### src/rtl/core/urbif_pkg.sv
`timescale 1ns / 1ps
`default_nettype none

package urbif_pkg;

    // Operation codes carried by an input item.
    typedef enum logic [1:0] {
        OP_ENQUEUE  = 2'd0,
        OP_TX_EMPTY = 2'd1,
        OP_RX_BYTE  = 2'd2,
        OP_TICK     = 2'd3
    } op_t;

    // Result kinds reported on the result channel.
    typedef enum logic [2:0] {
        KIND_QUEUED     = 3'd0,
        KIND_QUEUE_FULL = 3'd1,
        KIND_BYTE_OUT   = 3'd2,
        KIND_TX_IDLE    = 3'd3,
        KIND_RX_STORED  = 3'd4,
        KIND_RX_OVERFLW = 3'd5,
        KIND_RX_DROPPED = 3'd6,
        KIND_FRAME_BYTE = 3'd7
    } kind_t;

    // One classified item as it travels from the front to the back.
    typedef struct packed {
        op_t        op;
        logic [7:0] data;
    } item_t;

    localparam logic [15:0] TIMEOUT_RESET = 16'd10;
    localparam logic [15:0] TIMER_MAX     = 16'hFFFF;

endpackage

`default_nettype wire

### src/rtl/core/uart_ring_buffer_idle_framer.sv
`timescale 1ns / 1ps
`default_nettype none

// UART buffering engine with a transmit ring and an idle-timeout receive framer.
// Input channel: an item (operation, data_byte) is taken at a clock edge where
// start is high and busy is low. Items enter a two-entry queue; busy is high
// while that queue is full.
// Result channel: result_valid strobes for one cycle per result item; the
// receiver must take every strobe, there is no back pressure on this side.
// Path: an item passes the queue and then the registered result stage before
// its result strobes; a byte popped from the transmit ring or the first byte
// of a closed frame also passes the registered read of its store. An item that
// waits in the queue behind a busy execution unit adds its waiting time.
// Throughput: the execution unit takes one item per cycle for enqueue,
// receive and tick items while it is idle; a transmit pop, and a tick that
// closes a frame, hold it until their results are out, and the frame's bytes
// then stream one per cycle.
// Configuration: timeout_we writes timeout_wdata into the idle timeout; write
// only while no item is outstanding.
// Reset clears all pointers, counters, flags and the queue; the idle timeout
// returns to 10 ticks. Buffer contents are not cleared and need no clearing.
module uart_ring_buffer_idle_framer #(
    parameter int TX_DEPTH = 64,
    parameter int RX_DEPTH = 64
) (
    input  wire logic         clk,
    input  wire logic         rst_n,
    input  wire logic         start,
    output logic              busy,
    input  wire logic [1:0]   operation,
    input  wire logic [7:0]   data_byte,
    input  wire logic         timeout_we,
    input  wire logic [15:0]  timeout_wdata,
    output logic              result_valid,
    output logic [2:0]        result_kind,
    output logic [7:0]        out_byte,
    output logic              last,
    output logic [6:0]        frame_length,
    output logic [5:0]        tx_fill
);
    import urbif_pkg::*;

    logic  q_valid;
    logic  pop;
    item_t q_item;

    // Front: accept, classify and queue items.
    urbif_front u_front (
        .clk       (clk),
        .rst_n     (rst_n),
        .start     (start),
        .operation (operation),
        .data_byte (data_byte),
        .pop       (pop),
        .busy      (busy),
        .q_valid   (q_valid),
        .q_item    (q_item)
    );

    // Back: execute items against the buffers and produce results.
    urbif_back #(
        .TX_DEPTH (TX_DEPTH),
        .RX_DEPTH (RX_DEPTH)
    ) u_back (
        .clk           (clk),
        .rst_n         (rst_n),
        .q_valid       (q_valid),
        .q_item        (q_item),
        .timeout_we    (timeout_we),
        .timeout_wdata (timeout_wdata),
        .pop           (pop),
        .result_valid  (result_valid),
        .result_kind   (result_kind),
        .out_byte      (out_byte),
        .last          (last),
        .frame_length  (frame_length),
        .tx_fill       (tx_fill)
    );

endmodule

`default_nettype wire

### src/rtl/core/urbif_front.sv
`timescale 1ns / 1ps
`default_nettype none

module urbif_front (
    input  wire logic            clk,
    input  wire logic            rst_n,
    input  wire logic            start,
    input  wire logic [1:0]      operation,
    input  wire logic [7:0]      data_byte,
    input  wire logic            pop,
    output logic                 busy,
    output logic                 q_valid,
    output urbif_pkg::item_t     q_item
);
    import urbif_pkg::*;

    logic       push;
    item_t      in_item;
    item_t      q_mem [2];
    logic       wr_ptr_reg;
    logic       wr_ptr_next;
    logic       rd_ptr_reg;
    logic       rd_ptr_next;
    logic [1:0] count_reg;
    logic [1:0] count_next;

    // Classify the incoming operation and pack the item.
    always_comb
    begin
        in_item.op   = op_t'(operation);
        in_item.data = data_byte;
    end

    // The two-entry queue is full when both slots hold an item.
    assign busy    = (count_reg == 2'd2);
    assign push    = start && !busy;
    assign q_valid = (count_reg != 2'd0);
    assign q_item  = q_mem[rd_ptr_reg];

    // Pointer and occupancy update.
    always_comb
    begin
        wr_ptr_next = push ? ~wr_ptr_reg : wr_ptr_reg;
        rd_ptr_next = pop ? ~rd_ptr_reg : rd_ptr_reg;
        count_next  = count_reg;
        if (push && !pop)
        begin
            count_next = count_reg + 2'd1;
        end
        else if (pop && !push)
        begin
            count_next = count_reg - 2'd1;
        end
    end

    always_ff @(posedge clk or negedge rst_n)
    begin
        if (!rst_n)
        begin
            wr_ptr_reg <= 1'b0;
            rd_ptr_reg <= 1'b0;
            count_reg  <= 2'd0;
        end
        else
        begin
            wr_ptr_reg <= wr_ptr_next;
            rd_ptr_reg <= rd_ptr_next;
            count_reg  <= count_next;
        end
    end

    // Queue slots hold payload only.
    always_ff @(posedge clk)
    begin
        if (push)
        begin
            q_mem[wr_ptr_reg] <= in_item;
        end
    end

endmodule

`default_nettype wire

### src/rtl/core/urbif_back.sv
`timescale 1ns / 1ps
`default_nettype none

module urbif_back #(
    parameter int TX_DEPTH = 64,
    parameter int RX_DEPTH = 64
) (
    input  wire logic             clk,
    input  wire logic             rst_n,
    input  wire logic             q_valid,
    input  urbif_pkg::item_t      q_item,
    input  wire logic             timeout_we,
    input  wire logic [15:0]      timeout_wdata,
    output logic                  pop,
    output logic                  result_valid,
    output logic [2:0]            result_kind,
    output logic [7:0]            out_byte,
    output logic                  last,
    output logic [6:0]            frame_length,
    output logic [5:0]            tx_fill
);
    import urbif_pkg::*;

    localparam int TX_AW  = $clog2(TX_DEPTH);
    localparam int RX_AW  = (RX_DEPTH > 1) ? $clog2(RX_DEPTH) : 1;
    localparam int RX_FW  = $clog2(RX_DEPTH + 1);
    localparam int FILL_W = TX_AW + 6;

    typedef enum logic [2:0] {
        S_IDLE  = 3'b001,
        S_TXRD  = 3'b010,
        S_FRAME = 3'b100
    } state_t;

    state_t             state_reg,   state_next;
    logic [15:0]        timeout_reg, timeout_next;
    logic [TX_AW-1:0]   tx_head_reg, tx_head_next;
    logic [TX_AW-1:0]   tx_tail_reg, tx_tail_next;
    logic [TX_AW-1:0]   tx_count_reg, tx_count_next;
    logic               tx_active_reg, tx_active_next;
    logic [RX_FW-1:0]   rx_fill_reg, rx_fill_next;
    logic               rx_pending_reg, rx_pending_next;
    logic [15:0]        timer_reg,   timer_next;
    logic [RX_FW-1:0]   frm_len_reg, frm_len_next;
    logic [RX_FW-1:0]   frm_idx_reg, frm_idx_next;

    logic               res_valid_reg, res_valid_next;
    kind_t              res_kind_reg,  res_kind_next;
    logic [7:0]         res_byte_reg,  res_byte_next;
    logic               res_last_reg,  res_last_next;
    logic [6:0]         res_len_reg,   res_len_next;
    logic [5:0]         res_fill_reg,  res_fill_next;

    logic [7:0]         tx_mem [TX_DEPTH];
    logic [7:0]         rx_mem [RX_DEPTH];
    logic [7:0]         tx_rd_reg;
    logic [7:0]         rx_rd_reg;
    logic               tx_wr_en;
    logic               tx_rd_en;
    logic               rx_wr_en;
    logic               rx_rd_en;
    logic [RX_AW-1:0]   rx_rd_addr;

    logic [TX_AW-1:0]   tx_head_inc;
    logic [TX_AW-1:0]   tx_tail_inc;
    logic [RX_FW-1:0]   frm_idx_inc;
    logic               frm_last;
    logic [FILL_W-1:0]  fill_ext;

    // Ring pointer advance with wrap at the ring depth.
    assign tx_head_inc = (tx_head_reg == TX_AW'(TX_DEPTH - 1)) ? '0 : tx_head_reg + 1'b1;
    assign tx_tail_inc = (tx_tail_reg == TX_AW'(TX_DEPTH - 1)) ? '0 : tx_tail_reg + 1'b1;
    assign frm_idx_inc = frm_idx_reg + 1'b1;
    assign frm_last    = (frm_idx_inc == frm_len_reg);

    // Execution sequencer: one item per pass through idle, frames stream one byte a cycle.
    always_comb
    begin
        state_next      = state_reg;
        timeout_next    = timeout_we ? timeout_wdata : timeout_reg;
        tx_head_next    = tx_head_reg;
        tx_tail_next    = tx_tail_reg;
        tx_count_next   = tx_count_reg;
        tx_active_next  = tx_active_reg;
        rx_fill_next    = rx_fill_reg;
        rx_pending_next = rx_pending_reg;
        timer_next      = timer_reg;
        frm_len_next    = frm_len_reg;
        frm_idx_next    = frm_idx_reg;
        res_valid_next  = 1'b0;
        res_kind_next   = KIND_QUEUED;
        res_byte_next   = 8'd0;
        res_last_next   = 1'b0;
        res_len_next    = 7'd0;
        tx_wr_en        = 1'b0;
        tx_rd_en        = 1'b0;
        rx_wr_en        = 1'b0;
        rx_rd_en        = 1'b0;
        rx_rd_addr      = '0;
        pop             = 1'b0;

        case (state_reg)
            S_IDLE:
            begin
                if (q_valid)
                begin
                    pop = 1'b1;
                    case (q_item.op)
                        OP_ENQUEUE:
                        begin
                            res_valid_next = 1'b1;
                            if (tx_head_inc == tx_tail_reg)
                            begin
                                res_kind_next = KIND_QUEUE_FULL;
                            end
                            else
                            begin
                                tx_wr_en       = 1'b1;
                                tx_head_next   = tx_head_inc;
                                tx_count_next  = tx_count_reg + 1'b1;
                                tx_active_next = 1'b1;
                                res_kind_next  = KIND_QUEUED;
                            end
                        end
                        OP_TX_EMPTY:
                        begin
                            if (tx_tail_reg != tx_head_reg)
                            begin
                                // The byte is reported once the ring read returns.
                                tx_rd_en      = 1'b1;
                                tx_tail_next  = tx_tail_inc;
                                tx_count_next = tx_count_reg - 1'b1;
                                state_next    = S_TXRD;
                            end
                            else
                            begin
                                tx_active_next = 1'b0;
                                tx_head_next   = '0;
                                tx_tail_next   = '0;
                                tx_count_next  = '0;
                                res_valid_next = 1'b1;
                                res_kind_next  = KIND_TX_IDLE;
                            end
                        end
                        OP_RX_BYTE:
                        begin
                            res_valid_next = 1'b1;
                            if (tx_active_reg)
                            begin
                                res_kind_next = KIND_RX_DROPPED;
                            end
                            else if (rx_fill_reg >= RX_FW'(RX_DEPTH))
                            begin
                                res_kind_next = KIND_RX_OVERFLW;
                            end
                            else
                            begin
                                rx_wr_en        = 1'b1;
                                rx_fill_next    = rx_fill_reg + 1'b1;
                                rx_pending_next = 1'b1;
                                timer_next      = 16'd0;
                                res_kind_next   = KIND_RX_STORED;
                            end
                        end
                        OP_TICK:
                        begin
                            if (rx_pending_reg)
                            begin
                                if (timer_reg != TIMER_MAX)
                                begin
                                    timer_next = timer_reg + 16'd1;
                                end
                                if (timer_reg >= timeout_reg)
                                begin
                                    // Close the frame and prefetch its first byte.
                                    rx_pending_next = 1'b0;
                                    timer_next      = 16'd0;
                                    frm_len_next    = rx_fill_reg;
                                    frm_idx_next    = '0;
                                    rx_rd_en        = 1'b1;
                                    rx_rd_addr      = '0;
                                    state_next      = S_FRAME;
                                end
                            end
                        end
                        default:
                        begin
                        end
                    endcase
                end
            end
            S_TXRD:
            begin
                res_valid_next = 1'b1;
                res_kind_next  = KIND_BYTE_OUT;
                res_byte_next  = tx_rd_reg;
                state_next     = S_IDLE;
            end
            S_FRAME:
            begin
                res_valid_next = 1'b1;
                res_kind_next  = KIND_FRAME_BYTE;
                res_byte_next  = rx_rd_reg;
                res_last_next  = frm_last;
                res_len_next   = 7'(frm_len_reg);
                if (frm_last)
                begin
                    rx_fill_next = '0;
                    state_next   = S_IDLE;
                end
                else
                begin
                    frm_idx_next = frm_idx_inc;
                    rx_rd_en     = 1'b1;
                    rx_rd_addr   = frm_idx_inc[RX_AW-1:0];
                end
            end
            default:
            begin
                state_next = S_IDLE;
            end
        endcase
    end

    // Every result reports the ring occupancy after the step, low six bits.
    assign fill_ext      = FILL_W'(tx_count_next);
    assign res_fill_next = fill_ext[5:0];

    always_ff @(posedge clk or negedge rst_n)
    begin
        if (!rst_n)
        begin
            state_reg      <= S_IDLE;
            timeout_reg    <= TIMEOUT_RESET;
            tx_head_reg    <= '0;
            tx_tail_reg    <= '0;
            tx_count_reg   <= '0;
            tx_active_reg  <= 1'b0;
            rx_fill_reg    <= '0;
            rx_pending_reg <= 1'b0;
            timer_reg      <= 16'd0;
            frm_len_reg    <= '0;
            frm_idx_reg    <= '0;
            res_valid_reg  <= 1'b0;
        end
        else
        begin
            state_reg      <= state_next;
            timeout_reg    <= timeout_next;
            tx_head_reg    <= tx_head_next;
            tx_tail_reg    <= tx_tail_next;
            tx_count_reg   <= tx_count_next;
            tx_active_reg  <= tx_active_next;
            rx_fill_reg    <= rx_fill_next;
            rx_pending_reg <= rx_pending_next;
            timer_reg      <= timer_next;
            frm_len_reg    <= frm_len_next;
            frm_idx_reg    <= frm_idx_next;
            res_valid_reg  <= res_valid_next;
        end
    end

    // Result payload registers.
    always_ff @(posedge clk)
    begin
        res_kind_reg <= res_kind_next;
        res_byte_reg <= res_byte_next;
        res_last_reg <= res_last_next;
        res_len_reg  <= res_len_next;
        res_fill_reg <= res_fill_next;
    end

    // Transmit ring storage with a registered read port.
    always_ff @(posedge clk)
    begin
        if (tx_wr_en)
        begin
            tx_mem[tx_head_reg] <= q_item.data;
        end
        if (tx_rd_en)
        begin
            tx_rd_reg <= tx_mem[tx_tail_reg];
        end
    end

    // Receive frame storage with a registered read port.
    always_ff @(posedge clk)
    begin
        if (rx_wr_en)
        begin
            rx_mem[rx_fill_reg[RX_AW-1:0]] <= q_item.data;
        end
        if (rx_rd_en)
        begin
            rx_rd_reg <= rx_mem[rx_rd_addr];
        end
    end

    assign result_valid = res_valid_reg;
    assign result_kind  = res_kind_reg;
    assign out_byte     = res_byte_reg;
    assign last         = res_last_reg;
    assign frame_length = res_len_reg;
    assign tx_fill      = res_fill_reg;

    // The ring never holds more than depth minus one bytes.
    a_tx_count_bound: assert property (@(posedge clk) disable iff (!rst_n)
        (32'(tx_count_reg) < TX_DEPTH))
        else $error("transmit ring count beyond capacity");

    // A pending frame always has at least one stored byte.
    a_pending_fill: assert property (@(posedge clk) disable iff (!rst_n)
        rx_pending_reg |-> (rx_fill_reg != '0))
        else $error("pending frame with empty receive buffer");

    // While streaming, the byte index stays inside a non-empty frame.
    a_frame_index: assert property (@(posedge clk) disable iff (!rst_n)
        (state_reg == S_FRAME) |-> (frm_len_reg != '0 && frm_idx_reg < frm_len_reg))
        else $error("frame index outside the frame");

    // A ring read is always followed by a byte-out result.
    a_txrd_result: assert property (@(posedge clk) disable iff (!rst_n)
        (state_reg == S_TXRD) |=> (res_valid_reg && res_kind_reg == KIND_BYTE_OUT))
        else $error("ring read without byte-out result");

endmodule

`default_nettype wire

### config.mk
export PLATFORM = sky130hd
export DESIGN_NAME = uart_ring_buffer_idle_framer
export DESIGN_NICKNAME = d
export VERILOG_FILES = /design/src/rtl/core/urbif_pkg.sv /design/src/rtl/core/uart_ring_buffer_idle_framer.sv /design/src/rtl/core/urbif_front.sv /design/src/rtl/core/urbif_back.sv
export SDC_FILE = /design/constraint.sdc
export NUM_CORES = 1
export LEC_CHECK = 0
export BUFFER_PORTS_ARGS = -buffer_cell sky130_fd_sc_hd__clkbuf_2
export CAP_MARGIN = 15
export CORE_MARGIN = 10
export CORE_UTILIZATION = 45
export CTS_BUF_LIST = sky130_fd_sc_hd__clkbuf_8
export CTS_CLUSTER_DIAMETER = 60
export CTS_CLUSTER_SIZE = 8
export DETAILED_ROUTE_END_ITERATION = 12
export GPL_ROUTABILITY_DRIVEN = 1
export GPL_TIMING_DRIVEN = 0
export PLACE_DENSITY = 0.64
export SETUP_SLACK_MARGIN = 0.05
export SYNTH_ARGS = -nofsm -noshare
export SYNTH_HDL_FRONTEND = slang
export SYNTH_SLANG_ARGS = --single-unit
### constraint.sdc
create_clock -name clk -period 2.95 [get_ports clk]
set_input_delay 0.885 -clock clk [delete_from_list [all_inputs] [get_ports clk]]
set_output_delay 0.885 -clock clk [all_outputs]
set_load 0.02 [all_outputs]
Word level (Yosys, flattened, before mapping)
Memories as Yosys holds them, arrays and structs flattened. A register that Yosys moved wholly into a read port is not among the register bits. Index checks and enable logic that the tools add are counted.

Bits in registers: 106. Latch bits: 0. Bits in writable memories: 1044. Memory bits (read-only): 0. Bits of input ports: 30. Output and inout bits: 27. Logic and storage cells: 177. Memories kept: 3.

$add $sub $neg: 9. Multipliers: 0. Divide/modulo/power cells: 0. Order comparisons: 2. Eq/ne operators: 32. Shift-type cells: 0. Multiplexer cells: 87. Bitwise logic cells: 2. Reduce and logical (&&, ||, !) cells: 22.

Memories: u_back.rx_mem (depth 64, bits a word 8, rd ports 1, clocked after memory_dff 1, write ports 1, RTL line urbif_back.sv:55) `logic [7:0] rx_mem [RX_DEPTH];`; u_back.tx_mem (depth 64, bits a word 8, rd ports 1, clocked after memory_dff 1, write ports 1, RTL line urbif_back.sv:54) `logic [7:0] tx_mem [TX_DEPTH];`; u_front.q_mem (depth 2, bits a word 10, rd ports 1, clocked after memory_dff 0, write ports 1, RTL line urbif_front.sv:19) `item_t q_mem [2];`.

Operator list (number): $mux W16 (5); $mux W7 (10); $mux W6 (11); $mux W1 (36); $pmux W16 S2 (1); $pmux W7 S2 (2); $pmux W6 S2 (2); $mux W3 (7); $ne A2 B2 Y1 const B (10); $add A6 B1 Y6 const B (3); $pmux W3 S3 (2); $reduce_and A6 Y1 (3); $add A16 B1 Y16 const B (1); $ge A16 B16 Y1 (1); $ne A16 B16 Y1 const B (1); $pmux W8 S2 (1); $reduce_and A5 Y1 (3); $add A7 B1 Y7 const B (2); $eq A6 B6 Y1 const B (2); $pmux W3 S2 (2); $pmux W1 S2 (5); $reduce_bool A2 Y1 (5); $ne A3 B2 Y1 const B (3); $ne A2 B1 Y1 const B (4); other kinds (22) (32).

Longest topological paths before layout
Depth after elaboration: 9. Gate-level depth with buffers: 13. Depth with buffers taken out: 11.

By module
Synthesis repeated with hierarchy kept, for this count alone.

Cell total of the unflattened synthesis: 2775. Area, all modules: 46814.9 sq um.

By module, submodules not included: urbif_back (instances 1, cells an instance 2725, area an instance 45841.5 sq um, seq. area each 33661.0 sq um); urbif_front (instances 1, cells an instance 50, area an instance 973.4 sq um, seq. area each 700.7 sq um).

Least setup slack after synthesis
No wires, ideal clock.

Path kind: reg-to-reg. Start point: register u_back.tx_head_reg[1]. End point: memory u_back.tx_mem[20][0] (enable). Setup time: 370 ps. Data arrival time: 2744 ps. Data required time: 2580 ps. Path slack: -164 ps. Cell stages (with the launch flop): 12. Path buffers: 2. Period minus slack after synthesis: 3114 ps. Cells stage by stage: dfrtp_1 > buf_2 > nand3_1 > or3_1 > a21oi_1 > xor2_1 > nor4_1 > a21oi_2 > nand2_1 > or4b_1 > buf_2 > nor2_1.

Longest elaborated chain between the ends: 9. Elaborated cells on any way between the ends: 10. Those cells by class: 1 x add/sub; 2 x eq/ne; 7 x mux.

Ends and longest elaborated chain: from (decl) (RTL line urbif_back.sv:37) `logic [TX_AW-1:0] tx_head_reg, tx_head_next;`; from (signal assigned) (RTL line urbif_back.sv:250) `tx_head_reg <= tx_head_next;`; $add A6 B1 Y6 / $eq A6 B6 Y1 (equally long branches) (RTL line urbif_back.sv:71) `assign tx_head_inc = (tx_head_reg == TX_AW'(TX_DEPTH - 1)) ? '0 : tx_head_reg + 1'b1;`; $mux W6 (RTL line urbif_back.sv:71); $eq A6 B6 Y1 (RTL line urbif_back.sv:112) `if (tx_head_inc == tx_tail_reg)`; $mux W1 (RTL line urbif_back.sv:112); $mux W1 (RTL line urbif_back.sv:108) `case (q_item.op)`; $mux W1 (RTL line urbif_back.sv:105) `if (q_valid)`; $mux W1 (RTL line urbif_back.sv:102) `case (state_reg)`; $mux W1 (RTL line urbif_back.sv:276) `if (tx_wr_en)`; $mux W1 (implied by the code) (RTL line urbif_back.sv:278) `tx_mem[tx_head_reg] <= q_item.data;`; to (decl) (RTL line urbif_back.sv:54).

Parallel ways exist; a longest one is shown, timed or not.

Worst setup path after layout
Start point: register u_back.frm_idx_reg[2]. End point: register u_back.rx_rd_reg[7], read port of u_back.rx_mem, data pin.

Longest elaborated chain between the ends: 4. Elaborated cells on any way between the ends: 6. Those cells by class: 1 x add/sub; 1 x eq/ne; 4 x mux.

Ends and longest elaborated chain: from (decl) (RTL line urbif_back.sv:45) `logic [RX_FW-1:0] frm_idx_reg, frm_idx_next;`; from (signal assigned) (RTL line urbif_back.sv:258) `frm_idx_reg <= frm_idx_next;`; $add A7 B1 Y7 * (RTL line urbif_back.sv:73) `assign frm_idx_inc = frm_idx_reg + 1'b1;`; $eq A7 B7 Y1 (RTL line urbif_back.sv:74) `assign frm_last = (frm_idx_inc == frm_len_reg);`; $mux W1 / $mux W6 (equally long branches) (RTL line urbif_back.sv:206) `if (frm_last)`; $pmux W1 S2 / $mux W6 (equally long branches); to (decl) (RTL line urbif_back.sv:57) `logic [7:0] rx_rd_reg;`.

Mark *: on every way between the ends. The rest lies on a longest branch, timed or not. A chain may end at the register's enable or synchronous reset.

==> impl_summary.md <==
Floorplanning
The initial standard-cell utilization of the core is 0.454. The die covers 118000 sq um. The floorplan die height is 344 um.

The x dimension of the die is 344 um. The number of primary I/O pins is 57. The region available for standard cell placement spans 104000 sq um. The floorplan has 118 rows.

Setup path
The worst setup path is launched from a flip-flop. The maximum fanout along the worst path is 7. In this run the register-to-register setup slack is -0.58 ns. The number of cells traversed by the worst register-to-register path is 11. In this run the critical register-to-register path is launched from u_back.frm_idx_reg[2]. The worst setup path is of the flip-flop to flip-flop kind. In this design, the largest share of critical-path delay is due to simple AND/OR/NAND/NOR gates. The cell with the biggest individual delay on the critical path is sky130_fd_sc_hd__nor2_1. For the worst setup path, the data required time is 3.66 ns.

STA classifies the critical path endpoint as a flip-flop. The critical path goes through buf_4, nand3_4, o21a_1, nor2_1, nor2_1, nand2_1, nor3_1, nor4_2, nand4_1, nor4_2, buf_4. The number of buffers and inverters on the critical path is 2. The path length in cells of the critical path is 11. The endpoint identified for the worst register-to-register timing path is u_back.rx_rd_reg[7]. In this design, the stage delay of the slowest critical-path cell is 0.52 ns. For the worst setup path, the data arrival time is 4.24 ns.

Global routing
The first global-routing pass estimated 203000 um of wire. Entering global routing, the biggest net connects 129 pins. After global routing the overflow that remains totals 0. The overall track demand over capacity in global routing is 0.237. The number of antenna violations at the first check in global routing came to 6. The number of global-route vias before repair came to 28800.

Outcome
The flow ran to the end, but the final reports show violations. The checks that failed: setup timing.

Yosys
The post-synth net total is 2882. The most instantiated flip-flop cell in the synthesis netlist is sky130_fd_sc_hd__edfxtp_1. Counting flops and latches in the post-synthesis netlist gives 1166. The number of warnings issued by yosys is 0. Counting flops with a built-in enable in the synthesized netlist gives 1060. The average instance area after synthesis is 16.7 sq um.

The share of the Yosys chip area taken by registers is 0.729. After synthesis, the cell types taking the most area are sky130_fd_sc_hd__edfxtp_1 68%, sky130_fd_sc_hd__mux4_2 8.2%, sky130_fd_sc_hd__dfrtp_1 4.1%, sky130_fd_sc_hd__mux2i_1 2.4%, sky130_fd_sc_hd__nor2_1 2.0%. The synthesized design spends more area on one cell type than any other, namely sky130_fd_sc_hd__edfxtp_1. The unique cell type count in the Yosys netlist is 80. In this run the cell area of the synthesized design comes to 47100 sq um. The share of flip-flops with an asynchronous set or reset after synthesis is 0.0695. Synthesis produced a netlist whose cell count is 2828. The top-area cell type share of the netlist area is 0.676.

Placed design
The last weighted congestion value of the routability-driven placer is 0.976. Port buffering added 56 buffers. Detailed placement ended at an HPWL of 91800 um.

Finish
The number of nets at the end of the flow is 3279. Of the cells placed in the final design, the portion with a size suffix greater than 1 is 0.328. The area growth from synthesis to layout is 21.2%.

For this run, the share of the core covered by cells in the final layout is 0.550.

STA
Setup repair after global routing could not meet its margin everywhere. In this run the tightest slew margin relative to its limit is 0.276. The routed design could run at a clock period as short as 3.53 ns.

Setup violations remaining at the end of the flow were counted as 528. The clock skew is 0.0512 ns. The number of hold violations in the final report came to 0. The transition at the pin with the smallest max-transition slack is 1.08 ns.

Once routing completed, OpenROAD measured the worst setup slack at -0.575 ns. Dividing the final minimum period by the clock period gives 1.20. The maximum clock frequency is 0.284 GHz. The number of slew-limit violations in the final report is 0.

Hold path
The hold path endpoint is u_front.q_mem[0][6]. The worst hold path belongs to the class input port to flip-flop. The origin of the worst min-delay path is data_byte[6].

Counting instances, the worst hold path has a depth of 1.

Clocking
The maximum buffer depth of the clock tree is 3. Clock-pin slew was measured on the worst setup and hold paths at 0.07 ns. The number of sinks on the clock net is 1166. The count of H-tree levels built during CTS is 4. TritonCTS built the clock tree.

The number of buffers added by the clock tree synthesis step is 166. The later pin in the worst-skew pair is clocked with a latency of 0.87 ns. The clock root buffer is sky130_fd_sc_hd__clkbuf_8.

Pwr
The total power per unit cell area is 735 nW/um^2. IR analysis of the VDD net gives a maximum drop of 748 uV. The static leakage power is 0.0183 uW. The total design power is 41900 uW.

Detailed routing
The mean number of vias per cell is 6.29. The antenna violation net count after detailed routing is 0. The detailed router placed 29300 vias in this run. For this run, design rule violations remaining after detail routing come to 0. Wires add up to 143000 um. After detailed routing, the average wire length per cell comes to 30.7 um. The first routing iteration left 3475 violations. The number of detailed-route iterations in the first pass is 6.

Job
The number of max-cap violations is 0.
-- final cells by class --
cell class                      instances  area (sq um)
Tap cell                             1380          1730
Clock inverter                         52           292
Buffer                                156          1510
Sequential cell                      1166         34400
Antenna cell                            2          5.00
Clock buffer                          168          2310
Fill cell                            7895         46700
Timing Repair Buffer                  233          2480
Inverter                               37           146
Multi-Input combinational cell       1465         14300
-- worst max-delay path by stage --
stage,slack [ns],startpoint,endpoint
floorplan,-0.03,u_back.tx_head_reg[1],u_back.tx_mem[28][0]
global placement,-3.08,u_back.frm_idx_reg[0],u_back.rx_rd_reg[3]
detailed placement,-2.37,u_back.frm_idx_reg[0],u_back.rx_rd_reg[0]
CTS,-0.47,u_back.frm_idx_reg[1],u_back.rx_rd_reg[0]
global route,-0.62,u_back.frm_idx_reg[2],u_back.rx_rd_reg[7]
finish,-0.58,u_back.frm_idx_reg[2],u_back.rx_rd_reg[7]
-- worst register-to-register path, stage by stage (launching register included) --
cell                      delay [ns]
sky130_fd_sc_hd__dfrtp_1        0.33
sky130_fd_sc_hd__buf_4          0.22
sky130_fd_sc_hd__nand3_4        0.17
sky130_fd_sc_hd__o21a_1         0.36
sky130_fd_sc_hd__nor2_1         0.52
sky130_fd_sc_hd__nor2_1         0.25
sky130_fd_sc_hd__nand2_1        0.17
sky130_fd_sc_hd__nor3_1         0.10
sky130_fd_sc_hd__nor4_2         0.31
sky130_fd_sc_hd__nand4_1        0.35
sky130_fd_sc_hd__nor4_2         0.36
sky130_fd_sc_hd__buf_4          0.20
-- through the flow --
step	std cells	cell area [sq um]	setup slack, ns	hold slack [ns]	TNS (ns)
final	4659	57100	-0.575	0.207	-55.77
after global routing	4659	57100	-0.622	0.153	-95.03
after CTS	4584	55800	-0.472	0.139	-16.29
after detailed placement	4276	49500	-2.37	0.470	-1106.74
after global placement	4264	49200	-3.08	0.470	-1791.80
after floorplan	2828	47200	-0.0344	0.437	-1.88
-- cell usage in the layout, fill, tap and decap left out, types with 13 or more instances in the layout --
cell,instances
sky130_fd_sc_hd__dfrtp_1,75
sky130_fd_sc_hd__buf_12,58
sky130_fd_sc_hd__a21oi_1,62
sky130_fd_sc_hd__mux2i_1,110
sky130_fd_sc_hd__nand4_1,26
sky130_fd_sc_hd__clkbuf_4,15
sky130_fd_sc_hd__nor3_1,57
sky130_fd_sc_hd__buf_6,36
sky130_fd_sc_hd__mux4_2,172
sky130_fd_sc_hd__nand3_4,14
sky130_fd_sc_hd__nand2_1,130
sky130_fd_sc_hd__o21ai_0,109
sky130_fd_sc_hd__mux2_2,37
sky130_fd_sc_hd__nor2_4,129
sky130_fd_sc_hd__or3_1,18
sky130_fd_sc_hd__clkbuf_1,19
sky130_fd_sc_hd__o22ai_1,18
sky130_fd_sc_hd__edfxtp_1,1060
sky130_fd_sc_hd__clkbuf_8,181
sky130_fd_sc_hd__o221ai_1,13
sky130_fd_sc_hd__nand3_1,36
sky130_fd_sc_hd__dfxtp_1,25
sky130_fd_sc_hd__buf_4,114
sky130_fd_sc_hd__o211ai_1,20
sky130_fd_sc_hd__buf_8,17
sky130_fd_sc_hd__clkbuf_2,82
sky130_fd_sc_hd__a31oi_1,16
sky130_fd_sc_hd__nor2_1,112
sky130_fd_sc_hd__ha_1,21
sky130_fd_sc_hd__inv_1,71
-- cell usage after synthesis (all sizes together), types with 5 or more instances --
library cell,instances
a21oi,72
xor2,15
nand3b,7
nor3,76
xnor2,16
o221ai,18
inv,37
clkbuf,88
and2,12
a21o,6
nand2,141
nor3b,5
o2111ai,7
o22ai,21
buf,72
nand4,26
dfxtp,25
nor4,22
mux2,45
o311ai,14
o311a,5
o31ai,11
o21ai,125
mux2i,112
o21a,8
ha,24
nand3,58
a211oi,17
o2bb2ai,5
nor2b,11
o211ai,20
o32a,5
nand2b,7
or3,21
o22a,5
mux4,172
or2,5
and3,13
a221oi,14
dfrtp,78
a31oi,19
nor2,248
o32ai,5
edfxtp,1060
a22oi,11
-- power by group --
group | leakage [uW] | internal, uW | switching, uW
clock | 0.00147 | 5190 | 5910
sequential | 0.0108 | 20400 | 277
combinational | 0.00601 | 3660 | 6480
-- kinds of logic after synthesis --
group / Yosys count / synth area share
and+or+nand+nor: 663 / 0.0650
muxes: 329 / 0.117
AOI/OAI and AO/OA: 417 / 0.0591
DFF: 1166 / 0.729
adders and majority gates: 24 / 0.00637
xor gates and xnor gates: 32 / 0.00643
buffers and inverters: 197 / 0.0171
-- timing repair --
action,CTS,global route
cloned,2,7
endpoints found under the setup margin,1118,1001
gates resized for setup,706,132
hold endpoints to repair,15,0
pin swaps,77,85
hold buffers,1,0
buffers inserted,87,65
-- metal layers --
layer | track usage | wire length, um | up-vias | share of wire
li1 | - | - | 12000 | -
met1 | 0.323 | 55600 | 15000 | 0.39
met2 | 0.361 | 65600 | 1919 | 0.46
met3 | 0.0607 | 15700 | 395 | 0.11
met4 | 0.0977 | 6260 | 4 | 0.044
met5 | 0 | 32 | - | 0.00022
No activity file was read; power rests on OpenSTA's default activity.
